`src/sv/pkbu_pkg.sv`:
```
// Shared constants, types and helpers for the palette key bit unpacker.
`timescale 1ns / 1ps

package pkbu_pkg;

  // Chunk and palette geometry (row width and tile count are powers of two)
  localparam int TilesPerChunk = 1024;
  localparam int PaletteDepth  = 1024;
  localparam int RowWidth      = 32;

  localparam int TileW   = $clog2(TilesPerChunk);
  localparam int RowBits = $clog2(RowWidth);
  localparam int KeyW    = $clog2(PaletteDepth);
  localparam int KCntW   = $clog2(KeyW + 1);
  localparam int SizeW   = 11;
  localparam int BaseW   = 16;
  localparam int CoordW  = 21;
  localparam int IdW     = 64;
  localparam int ByteW   = 8;
  localparam int RemW    = $clog2(ByteW + 1);
  localparam int CfgIdxW = 2;

  // Beat operation codes
  localparam logic OpPalette = 1'b0;
  localparam logic OpByte    = 1'b1;

  // Configuration register indexes
  localparam logic [CfgIdxW-1:0] RegPaletteSize = 2'd0;
  localparam logic [CfgIdxW-1:0] RegChunkBaseX  = 2'd1;
  localparam logic [CfgIdxW-1:0] RegChunkBaseY  = 2'd2;

  // Completed key handed from the unpacker to the palette lookup
  typedef struct packed {
    logic             valid;
    logic [KeyW-1:0]  key;
    logic [TileW-1:0] tile;
  } issue_t;

  // Key width: smallest k >= 1 with 2**k >= size, capped at KeyW
  function automatic logic [KCntW-1:0] key_width(input logic [SizeW-1:0] size);
    logic [KCntW-1:0] k;
    k = KCntW'(1);
    for (int j = 1; j < KeyW; j++) begin
      if (size > (SizeW'(1) << j)) k = KCntW'(j + 1);
    end
    return k;
  endfunction

endpackage

```
`src/sv/pkbu_unpack.sv`:
```
// Bit unpacker: slices packed bytes into keys and counts tiles down.
`timescale 1ns / 1ps

module pkbu_unpack (
  input  logic                          clk_i,
  input  logic                          rst_ni,
  input  logic [pkbu_pkg::KCntW-1:0]    width_i,
  input  logic                          load_i,
  input  logic [pkbu_pkg::ByteW-1:0]    byte_i,
  input  logic                          rearm_i,
  input  logic                          clr_i,
  input  logic                          issue_rdy_i,
  output logic                          ready_o,
  output pkbu_pkg::issue_t              issue_o
);

  logic [pkbu_pkg::ByteW-1:0] byte_q, byte_d;
  logic [pkbu_pkg::RemW-1:0]  rem_q, rem_d;
  logic [pkbu_pkg::KeyW-1:0]  pkey_q, pkey_d;
  logic [pkbu_pkg::KCntW-1:0] pbits_q, pbits_d;
  logic [pkbu_pkg::TileW-1:0] tile_q, tile_d;
  logic                       done_q, done_d;

  logic [pkbu_pkg::KCntW-1:0]            need;
  logic [pkbu_pkg::RemW-1:0]             take;
  logic [pkbu_pkg::ByteW-1:0]            mask;
  logic [pkbu_pkg::KeyW+pkbu_pkg::ByteW-1:0] shifted;
  logic [pkbu_pkg::KeyW-1:0]             pkey_new;
  logic                                  busy, key_done, step, fin;

  // One slice per cycle unless a key waits: rest of key or of byte
  always_comb begin
    busy     = (rem_q != '0);
    need     = width_i - pbits_q;
    take     = (pkbu_pkg::RemW'(need) < rem_q) ? pkbu_pkg::RemW'(need) : rem_q;
    mask     = pkbu_pkg::ByteW'((9'(1) << take) - 9'(1));
    shifted  = (pkbu_pkg::KeyW + pkbu_pkg::ByteW)'(byte_q & mask) << pbits_q;
    pkey_new = pkey_q | shifted[pkbu_pkg::KeyW-1:0];
    key_done = (pkbu_pkg::KCntW'(take) == need);
    step     = busy && (!key_done || issue_rdy_i);
    fin      = step && ((take == rem_q) || (key_done && (tile_q == '0)));
  end

  // Next state
  always_comb begin
    byte_d  = byte_q;
    rem_d   = rem_q;
    pkey_d  = pkey_q;
    pbits_d = pbits_q;
    tile_d  = tile_q;
    done_d  = done_q;

    if (step) begin
      byte_d = byte_q >> take;
      rem_d  = rem_q - take;
      if (key_done) begin
        pkey_d  = '0;
        pbits_d = '0;
        if (tile_q == '0) begin
          done_d = 1'b1;
          rem_d  = '0;
        end else begin
          tile_d = tile_q - pkbu_pkg::TileW'(1);
        end
      end else begin
        pkey_d  = pkey_new;
        pbits_d = pbits_q + pkbu_pkg::KCntW'(take);
      end
    end

    // key width change drops a half-collected key
    if (clr_i) begin
      pkey_d  = '0;
      pbits_d = '0;
    end

    // bytes after the last tile are dropped
    if (load_i && !done_d) begin
      byte_d = byte_i;
      rem_d  = pkbu_pkg::RemW'(pkbu_pkg::ByteW);
    end

    // palette write after the chunk end starts a new chunk
    if (rearm_i && done_d) begin
      tile_d  = pkbu_pkg::TileW'(pkbu_pkg::TilesPerChunk - 1);
      done_d  = 1'b0;
      pkey_d  = '0;
      pbits_d = '0;
    end
  end

  always_ff @(posedge clk_i or negedge rst_ni) begin
    if (!rst_ni) begin
      rem_q   <= '0;
      pkey_q  <= '0;
      pbits_q <= '0;
      tile_q  <= pkbu_pkg::TileW'(pkbu_pkg::TilesPerChunk - 1);
      done_q  <= 1'b0;
    end else begin
      rem_q   <= rem_d;
      pkey_q  <= pkey_d;
      pbits_q <= pbits_d;
      tile_q  <= tile_d;
      done_q  <= done_d;
    end
  end

  always_ff @(posedge clk_i) begin
    byte_q <= byte_d;
  end

  assign ready_o       = !busy || fin;
  assign issue_o.valid = step && key_done;
  assign issue_o.key   = pkey_new;
  assign issue_o.tile  = tile_q;

endmodule

```
`config.mk`:
```
export PLATFORM = sky130hd
export DESIGN_NAME = pkbu_unpack
export DESIGN_NICKNAME = d
export VERILOG_FILES = /design/src/sv/pkbu_pkg.sv /design/src/sv/pkbu_unpack.sv
export SDC_FILE = /design/constraint.sdc
export NUM_CORES = 1
export LEC_CHECK = 0
export BUFFER_PORTS_ARGS = -buffer_cell sky130_fd_sc_hd__clkbuf_2
export CORE_MARGIN = 5
export CORE_UTILIZATION = 64
export CTS_CLUSTER_SIZE = 24
export DETAILED_ROUTE_END_ITERATION = 8
export GPL_TIMING_DRIVEN = 0
export HOLD_SLACK_MARGIN = 0.05
export PLACE_DENSITY_LB_ADDON = 0.08
export SYNTH_ARGS = -nofsm -noshare
export SYNTH_HDL_FRONTEND = slang
export SYNTH_SLANG_ARGS = --single-unit
export TNS_END_PERCENT = 5
```
`constraint.sdc`:
```
create_clock -name clk_i -period 7.9 [get_ports clk_i]
set_input_delay 0.79 -clock clk_i [delete_from_list [all_inputs] [get_ports clk_i]]
set_output_delay 0.79 -clock clk_i [all_outputs]
set_load 0.01 [all_outputs]
```
# Word level (Yosys, flattened, before mapping)
# Index checks and enable logic that the tools add are counted.
[classes]
addsub = 5
order_cmp = 1
eq_ne = 3
shift = 3
mux = 23
bitwise_logic = 2
n_reduce_logical = 19
[ops]
columns = ["operator", "count"]
rows = [
  ["$mux 10", 8],
  ["$mux 4", 9],
  ["$mux 8", 2],
  ["$logic_not 10->1", 1],
  ["$or 10x10->10", 1],
  ["$shl 8x4->10", 1],
  ["$sub 10x1->10 const B", 1],
  ["$and 8x8->8", 1],
  ["$eq 4x4->1", 2],
  ["$shl 1x4->8 const A", 1],
  ["$shr 8x4->8", 1],
  ["$sub 4x4->4", 2],
  ["$sub 8x2->8 const B", 1],
  ["$logic_and 1x1->1", 6],
  ["$reduce_bool 2->1", 3],
  ["$add 4x4->4", 1],
  ["$lt 4x4->1", 1],
  ["$mux 1", 4],
  ["$reduce_bool 4->1", 1],
  ["$logic_not 1->1", 3],
  ["$logic_or 1x1->1", 3],
  ["$reduce_and 3->1", 1],
  ["$reduce_bool 3->1", 1],
  ["$ne 2x1->1 const B", 1],
]
[totals]
reg_bits = 37
input_bits = 18
output_inout_bits = 22
word_cells = 62

# Longest topological paths before layout
# Gate-level depths: netlist (run 1).
[depth]
ltp_word = 12
mapped_depth = 25
ltp_nobuf = 23

# Least setup slack after synthesis (run 1)
# Ideal clock, no wire load.
[synth_path]
path_type = "in2out"
start = "input port width_i[0] in the netlist's numbering"
end = "output port issue_o[15] in the netlist's numbering"
t_arrival_ps = 4988
required_time_ps = 7110
path_slack_ps = 2122
stages = 23
path_buffers = 2
path_cell_list = "inv_1 -> ha_1 -> inv_1 -> fa_1 -> xnor2_2 -> inv_2 -> ha_1 -> a21o_1 -> a21oi_4 -> nand2_1 -> buf_2 -> a21oi_1 -> and2_1 -> nand3_1 -> ha_1 -> clkbuf_1 -> nand3_1 -> nor2b_1 -> o22ai_1 -> o311ai_0 -> or2_2 -> a22oi_1 -> o21bai_1"
[synth_rtl]
columns = ["element", "line", "source"]
rows = [
  ["start, declared", "pkbu_unpack.sv:7", "input logic [pkbu_pkg::KCntW-1:0] width_i,"],
  ["end, declared", "pkbu_unpack.sv:14", "output pkbu_pkg::issue_t issue_o"],
]

==> out/results.txt, run 1 <==
Post-CTS repair changed the size of 0 cells. Setup repair after global routing left no endpoint under its margin. Among all stages on the critical path, the largest delay is contributed by a21oi_1.

In the synthesized netlist the dominant register cell turns out to be dfrtp_1. For the post-DP HPWL, the log shows 6530 µm. The tools report the antenna diode count as 0.

In this design, the stage delay of the slowest critical-path cell is 0.62 ns. The H-tree was split into 2 levels. For the cell count after synthesis, the log shows 379. The final setup slack of the worst path is 0.794 ns, and the hold buffer count at cts is 0. The most critical setup path has its endpoint at issue_o[15]. The tools report the count of pins over their slew limit as 0.

Counting I/O delays and the setup requirement, the final critical path takes 7.11 ns. Most prevalent standard cell on the critical path: ha_1. The startpoint type of the worst setup path is a register. The count of buffers from port buffering is 39. The critical path is of the register to primary output type.

At the worst endpoint, the required time is 7.11 ns. Hold path depth: 1. Final number of setup-violating endpoints: 0.

In this run the deepest clock path goes through 2 buffers. The routability congestion estimate was 0.920; the share of synthesized flip-flops with an asynchronous set or reset was 0.784. The startpoint of the lowest-slack register-to-register path is pbits_q[1]. On the critical path the largest part of the delay comes from compound AO/OA/AOI/OAI gates. Setup total negative slack on the finished layout was measured at 0 ns. Counting every net in the synthesized netlist gives 416. TritonCTS created 5 clock buffers. Measured along the x axis, the die boundary spans 81.6 µm.

After clock tree synthesis, the clock-pin slew on the worst setup and hold paths is 0.08 ns. For the total I/O pin count, the log shows 40. Tightest slew margin relative to the limit: 0.282. The final hold violation count is 0, and the clock skew after layout is 0.0129 ns. In this run the standard cell core region covers 5040 µm².

For the worst-skew pair, the clock arrives at the later sink with an insertion delay of 0.30 ns. The total stage count of the critical path came out at 23. The floorplan step set the die height to 81.6 µm. The via count of the first global-routing pass is 3076, and the post-synthesis average cell area is 8.67 µm².

After detailed routing, the number of remaining DRC violations is 0. The cell at the root of the clock tree was clkbuf_8. The worst setup path is captured at a primary output. Compared with the post-synthesis result, the final layout area differs by 11.5%. The signal on the critical path passes through inv_1, clkbuf_1, ha_1, a21o_1, a21o_1, xnor2_1, ha_1, a21oi_4, nand2_1, buf_2, a21oi_1, and2_1, nand3_1, ha_1, clkbuf_1, nand3_1, nor2b_1, o22ai_1, o311ai_0, or2_2, a22oi_1, o21bai_1, clkbuf_2. The area of the mapped netlist was 3280 µm²; the count of unique library cells instantiated by Yosys was 80.

Counting the fill cells in the layout gives 398. The number of enable-type register cells in the synthesized netlist is 8, and the data arrival time at the worst-slack endpoint is 6.32 ns. The tools report the worst min-delay path startpoint as pkey_q[1]. For the total global-route track usage, the log shows 0.277. The run finished with clean final reports. The number of DRC markers after the initial detailed-route iteration is 303, and the number of standard-cell rows in the floorplan is 26. The slew at the pin with the worst max-slew slack was 1.08 ns; the initial antenna violation count was 0.

The buffering stage count on the worst path with inverters included was 5. After clock tree synthesis, the setup repair step added 0 buffers. After detailed routing, the average wire length per cell comes to 17.1 µm.

The tools report the setup slack on the worst flop-to-flop path as 1.84 ns. The area of the die came out at 6660 µm². The number of max-cap violations is 0, and the maximum number of pins on one net before global-route repair is 30.

TritonCTS built the clock tree. The proportion of synthesized chip area in sequential cells is 0.298, and the number of synthesized register bits is 37. The share of cells above drive strength 1 works out to 0.209. The number of nets in the layout is 462. The worst flop-to-flop path endpoint was pkey_q[5].

Detailed-router iteration count before antenna repair: 5. The worst hold path belongs to the class register to register. For this run, the number of Yosys warnings is 0. For this block, the routed nets add up to 8470 µm of wire. The via density per instance was 6.33.

The share of the clock period used by the worst path was 0.899; the count of cells along the worst register-to-register path was 22. The combined flip-flop and latch cell area is 978 µm². In this run the worst setup path begins at pbits_q[1]. For this run, the top clock speed supported by timing is 141 MHz. The highest fanout seen on the critical path came out at 11. The run gives 0.651 as the starting density of the core. The total vias in the final route is 3141. The placement-stage worst setup slack was 1.10 ns; the residual overflow from global routing was 0. The clock drives 37 sinks.

In this run the remaining antenna-violating nets after routing total 0. The first global-routing pass estimated 14400 µm of wire. Summing all multi-input logic gate instances after layout gives 2100 µm².
cell usage in the layout, fill, tap and decap left out, types with 10 or more instances in the layout:
master	instances
clkbuf_2	39
dfrtp_1	19
xnor2_1	11
nor2_1	24
ha_1	16
dfstp_2	10
nor3_1	16
a21oi_1	19
nand2_1	44
inv_1	23
clkbuf_1	11
o21ai_0	16
nand3_1	13
registers in the layout, summed over array words and instances (netlist names):
signal	cells
pkey_q	10
byte_q	8
rem_q	4
pbits_q	4
done_q	1
tile_q	10
layer usage:
metal / GRT usage / wire (µm) / share of wire / up-vias
met2: 0.458 / 4020 / 0.47 / 142
met3: 0.0515 / 564 / 0.067 / 24
li1: - / - / - / 1492
met5: 0 / 0 / 0 / -
met1: 0.360 / 3670 / 0.43 / 1483
met4: 0.106 / 224 / 0.026 / 0
synthesized netlist by cell type (4+ instances only):
master / count / share of area
nand2_1: 44 / 0.050
nor2_1: 24 / 0.027
inv_1: 23 / 0.026
a21oi_1: 19 / 0.029
dfrtp_1: 19 / 0.14
ha_1: 16 / 0.061
nor3_1: 16 / 0.024
o21ai_0: 16 / 0.024
nand3_1: 13 / 0.020
xnor2_1: 11 / 0.029
clkbuf_1: 10 / 0.011
dfstp_2: 10 / 0.080
a21o_1: 8 / 0.018
edfxtp_1: 8 / 0.073
a22o_1: 7 / 0.019
mux2i_1: 7 / 0.021
o21ai_1: 7 / 0.011
and2_1: 5 / 0.0095
buf_2: 5 / 0.0076
o211ai_1: 5 / 0.011
xor2_1: 5 / 0.013
a221o_1: 4 / 0.012
a22oi_1: 4 / 0.0091
mux2_2: 4 / 0.014
nor4_1: 4 / 0.0076
o31ai_1: 4 / 0.0091
worst min path at each step:
| stage | end | slack, ns |
|---|---|---|
| floorplan | pkey_q[5] | 0.45 |
| finish | pkey_q[1] | 0.50 |
| detailed placement | pkey_q[1] | 0.49 |
| global route | pkey_q[1] | 0.52 |
| global placement | pkey_q[5] | 0.47 |
| CTS | pkey_q[1] | 0.50 |
per-stage QoR:
| stage | area (µm²) | hold WS, ns | std cells | util |
|---|---|---|---|---|
| after floorplan | 3280 | 0.450 | 379 | - |
| after global placement | 3570 | 0.469 | 488 | 0.707 |
| after detailed placement | 3570 | 0.488 | 488 | 0.707 |
| after CTS | 3660 | 0.504 | 496 | 0.726 |
| after global routing | 3660 | 0.521 | 496 | 0.726 |
| final | 3660 | 0.497 | 496 | 0.726 |
layout make-up:
| type | instances | area share |
|---|---|---|
| inverters | 26 | 0.0267 |
| plain buffers | 20 | 0.0284 |
| clock buffers | 7 | 0.0236 |
| flip-flops and latches | 37 | 0.267 |
| repair buffers | 39 | 0.0533 |
| well taps | 70 | 0.0239 |
| multi-input cells | 296 | 0.575 |
| clock inverters | 1 | 0.00205 |
cell families (layout without fill, tap and decap cells):
group,count (synthesis),in the layout,synth area share
AO/OA/AOI/OAI,109,109,0.254
XOR/XNOR,17,17,0.0476
adder cells (fa/ha/maj),19,19,0.0792
buffers and inverters,46,93,0.0613
flip-flops,37,37,0.298
multiplexers,11,11,0.0350
AND/OR/NAND/NOR,140,140,0.225
Power of run 1 is not shown: default switching activity piles up to over one toggle a cycle in this logic, so the estimate is an artifact.
==> run 2: changes to the inputs <==
REMOVE_ABC_BUFFERS = 1   (was default)
TNS_END_PERCENT = default   (was 5)
==> run 2 against run 1 <==
Against the previous run: sequential share of layout area rose by 0.88 points; routed wire length fell by 1.5%; critical path type unchanged; non-clock buffer count fell by 20; cell area fell by 3.2%; hold slack barely moved.
==> out/results.txt, run 2 (synthesis gave the netlist of run 1 again) <==
The antenna diode count came out at 0 (unchanged). The total I/O pin count is 40 (unchanged), and the tightest slew margin relative to the limit is 0.180 (was 0.282). The share of cells above drive strength 1 came out at 0.195 (was 0.209). The startpoint type of the worst setup path was a register (unchanged). The clock skew after layout is 0.0104 ns (was 0.0129 ns), and the via count of the first global-routing pass is 2963 (was 3076). Leading cell type in the layout, fill and taps excluded: nand2_1 (unchanged). The detailed-router iteration count before antenna repair was 7 (was 5); the data arrival time at the worst-slack endpoint was 6.52 ns (was 6.32 ns).

For the total global-route track usage, the log shows 0.273 (was 0.277). The starting density of the core was 0.651 (unchanged). The highest fanout seen on the critical path was 14 (was 11); the hold buffer count at cts was 0 (unchanged).

The tools report the number of clock sinks seen by CTS as 37 (unchanged). The worst flop-to-flop path endpoint is pkey_q[9] (was pkey_q[5]). The run gives 442 (was 462) as the number of nets in the layout. The tools report the endpoint of the worst hold path as pkey_q[5] (was pkey_q[1]). The wire length per cell after detailed routing is 17.5 µm (was 17.1 µm), and the count of pins over their slew limit is 0 (unchanged). Number of buffers added by the clock tree synthesis step: 5 (unchanged). The cell at the root of the clock tree was clkbuf_8 (unchanged). The number of DRC markers after the initial detailed-route iteration is 282 (was 303), and the time the worst path needs with I/O delays and setup is 7.31 ns (was 7.11 ns). Registers with the most flip-flops: pkey_q: 10 flops, tile_q: 10 flops, byte_q: 8 flops (unchanged). The tools report the final sum of negative setup slack as 0 ns (unchanged). The maximum level of the CTS H-tree was 2 (unchanged). Slew at the pin with the worst max-slew slack: 1.23 ns (was 1.08 ns).

Type of the setup path with the least slack: register to primary output (unchanged). The area of the die is 6660 µm² (unchanged). The wire length of the first global-routing pass was 14100 µm (was 14400 µm); the synthesis-to-layout area growth was 7.92% (was 11.5%). The tools report the startpoint of the lowest-slack register-to-register path as pbits_q[1] (unchanged). The run gives 0 (unchanged) as the number of setup buffers added after CTS. Worst hold-check path type: register to register (unchanged). The count of cells along the worst register-to-register path was 20 (was 22); the count of buffers from port buffering was 39 (unchanged).

TritonCTS built the clock tree. The hold path depth works out to 2 (was 1). Setup repair after global routing left no endpoint under its margin. Final hold violation count: 0 (unchanged).

The required time of the critical path is 7.11 ns (about the same), and the setup slack on the worst flop-to-flop path is 1.61 ns (was 1.84 ns). The final number of setup-violating endpoints was 0 (unchanged); the count of antenna-violating nets left after detailed routing was 0 (unchanged). Commonest cells after routing, fill and taps aside: nand2_1 (44), clkbuf_2 (39), nor2_1 (24) (unchanged).

The total vias in the final route came out at 3049 (was 3141). The maximum operating frequency was 137 MHz (was 141 MHz); the core area was 5040 µm² (unchanged). Buffer levels on the longest clock path: 2 (unchanged). The via density per instance came out at 6.41 (was 6.33). The run finished with clean final reports. The horizontal die dimension was 81.6 µm (unchanged); the routability congestion estimate was 0.928 (was 0.920). The residual overflow from global routing was 0 (unchanged); the share of the clock period used by the worst path was 0.926 (was 0.899). Worst min-delay path startpoint: pkey_q[5] (was pkey_q[1]).

The initial antenna violation count came out at 0 (unchanged). The number of standard-cell rows in the floorplan is 26 (unchanged), and the number of remaining DRC errors is 0 (unchanged). Type of destination of the critical path: a primary output (unchanged). The die extent in y came out at 81.6 µm (unchanged).

The number of max-cap violations was 0 (unchanged); the register clock-pin slew on the reported worst setup and hold paths was 0.07 ns (was 0.08 ns). The run gives 6250 µm (was 6530 µm) as the post-DP HPWL. The tools report the maximum number of pins on one net before global-route repair as 30 (unchanged). Clock insertion delay at the later pin of the skew report: 0.29 ns (was 0.30 ns). For the aggregate routed wire length, the log shows 8340 µm (was 8470 µm). The post-cts repair resize count came out at 0 (unchanged).
==> run 2: layout make-up <==
| class | instances | area, µm² |
|---|---|---|
| inverter | 26 | 97.6 |
| fill | 430 | 1500 |
| clock buffer | 7 | 76.3 |
| tap | 70 | 87.6 |
| timing repair buffer | 39 | 195 |
| clock inverter | 1 | 5.00 |
| multi-input combinational | 296 | 2100 |
| sequential | 37 | 978 |
==> run 2: per-stage QoR <==
step	util	instance area (µm²)	hold WS [ns]	cells	setup WS, ns
finish	0.703	3540	0.498	476	0.586
global route	0.703	3540	0.528	476	0.275
CTS	0.703	3540	0.501	476	0.755
detailed placement	0.687	3460	0.484	468	1.08
global placement	0.687	3460	0.469	468	1.20
floorplan	-	3180	0.455	359	2.16
==> run 2: how the worst max path moves through the flow <==
stage	startpoint	to	slack (ns)	cells after the start
2_1_floorplan	width_i[0]	issue_o[15]	2.16	21
3_3_place_gp	width_i[0]	issue_o[15]	1.20	23
3_5_place_dp	width_i[0]	issue_o[15]	1.08	23
4_1_cts	pbits_q[1]	issue_o[15]	0.76	20
5_1_grt	pbits_q[1]	issue_o[17]	0.27	20
6_report	pbits_q[1]	issue_o[15]	0.59	20
==> run 2: worst max-delay path, cell delays in order, from the launching register on <==
cell and delay, ns:
dfrtp_1 0.66, inv_1 0.37, fa_1 0.53, xnor2_2 0.37
inv_2 0.13, ha_1 0.35, a21o_1 0.22, a21oi_4 0.26
nand2_1 0.32, a21oi_1 0.67, and2_1 0.30, nand3_1 0.11
ha_1 0.37, nand3_1 0.14, nor2b_1 0.07, o22ai_1 0.11
o311ai_0 0.34, or2_2 0.43, a22oi_1 0.25, o21bai_1 0.09
clkbuf_2 0.14
==> run 2: layer usage <==
layer | global-route usage | wire, µm
met2 | 0.457 | 4010
met3 | 0.0362 | 586
met5 | 0 | 0
met1 | 0.365 | 3590
met4 | 0.0930 | 157
Power of run 2 is left out for the same reason.
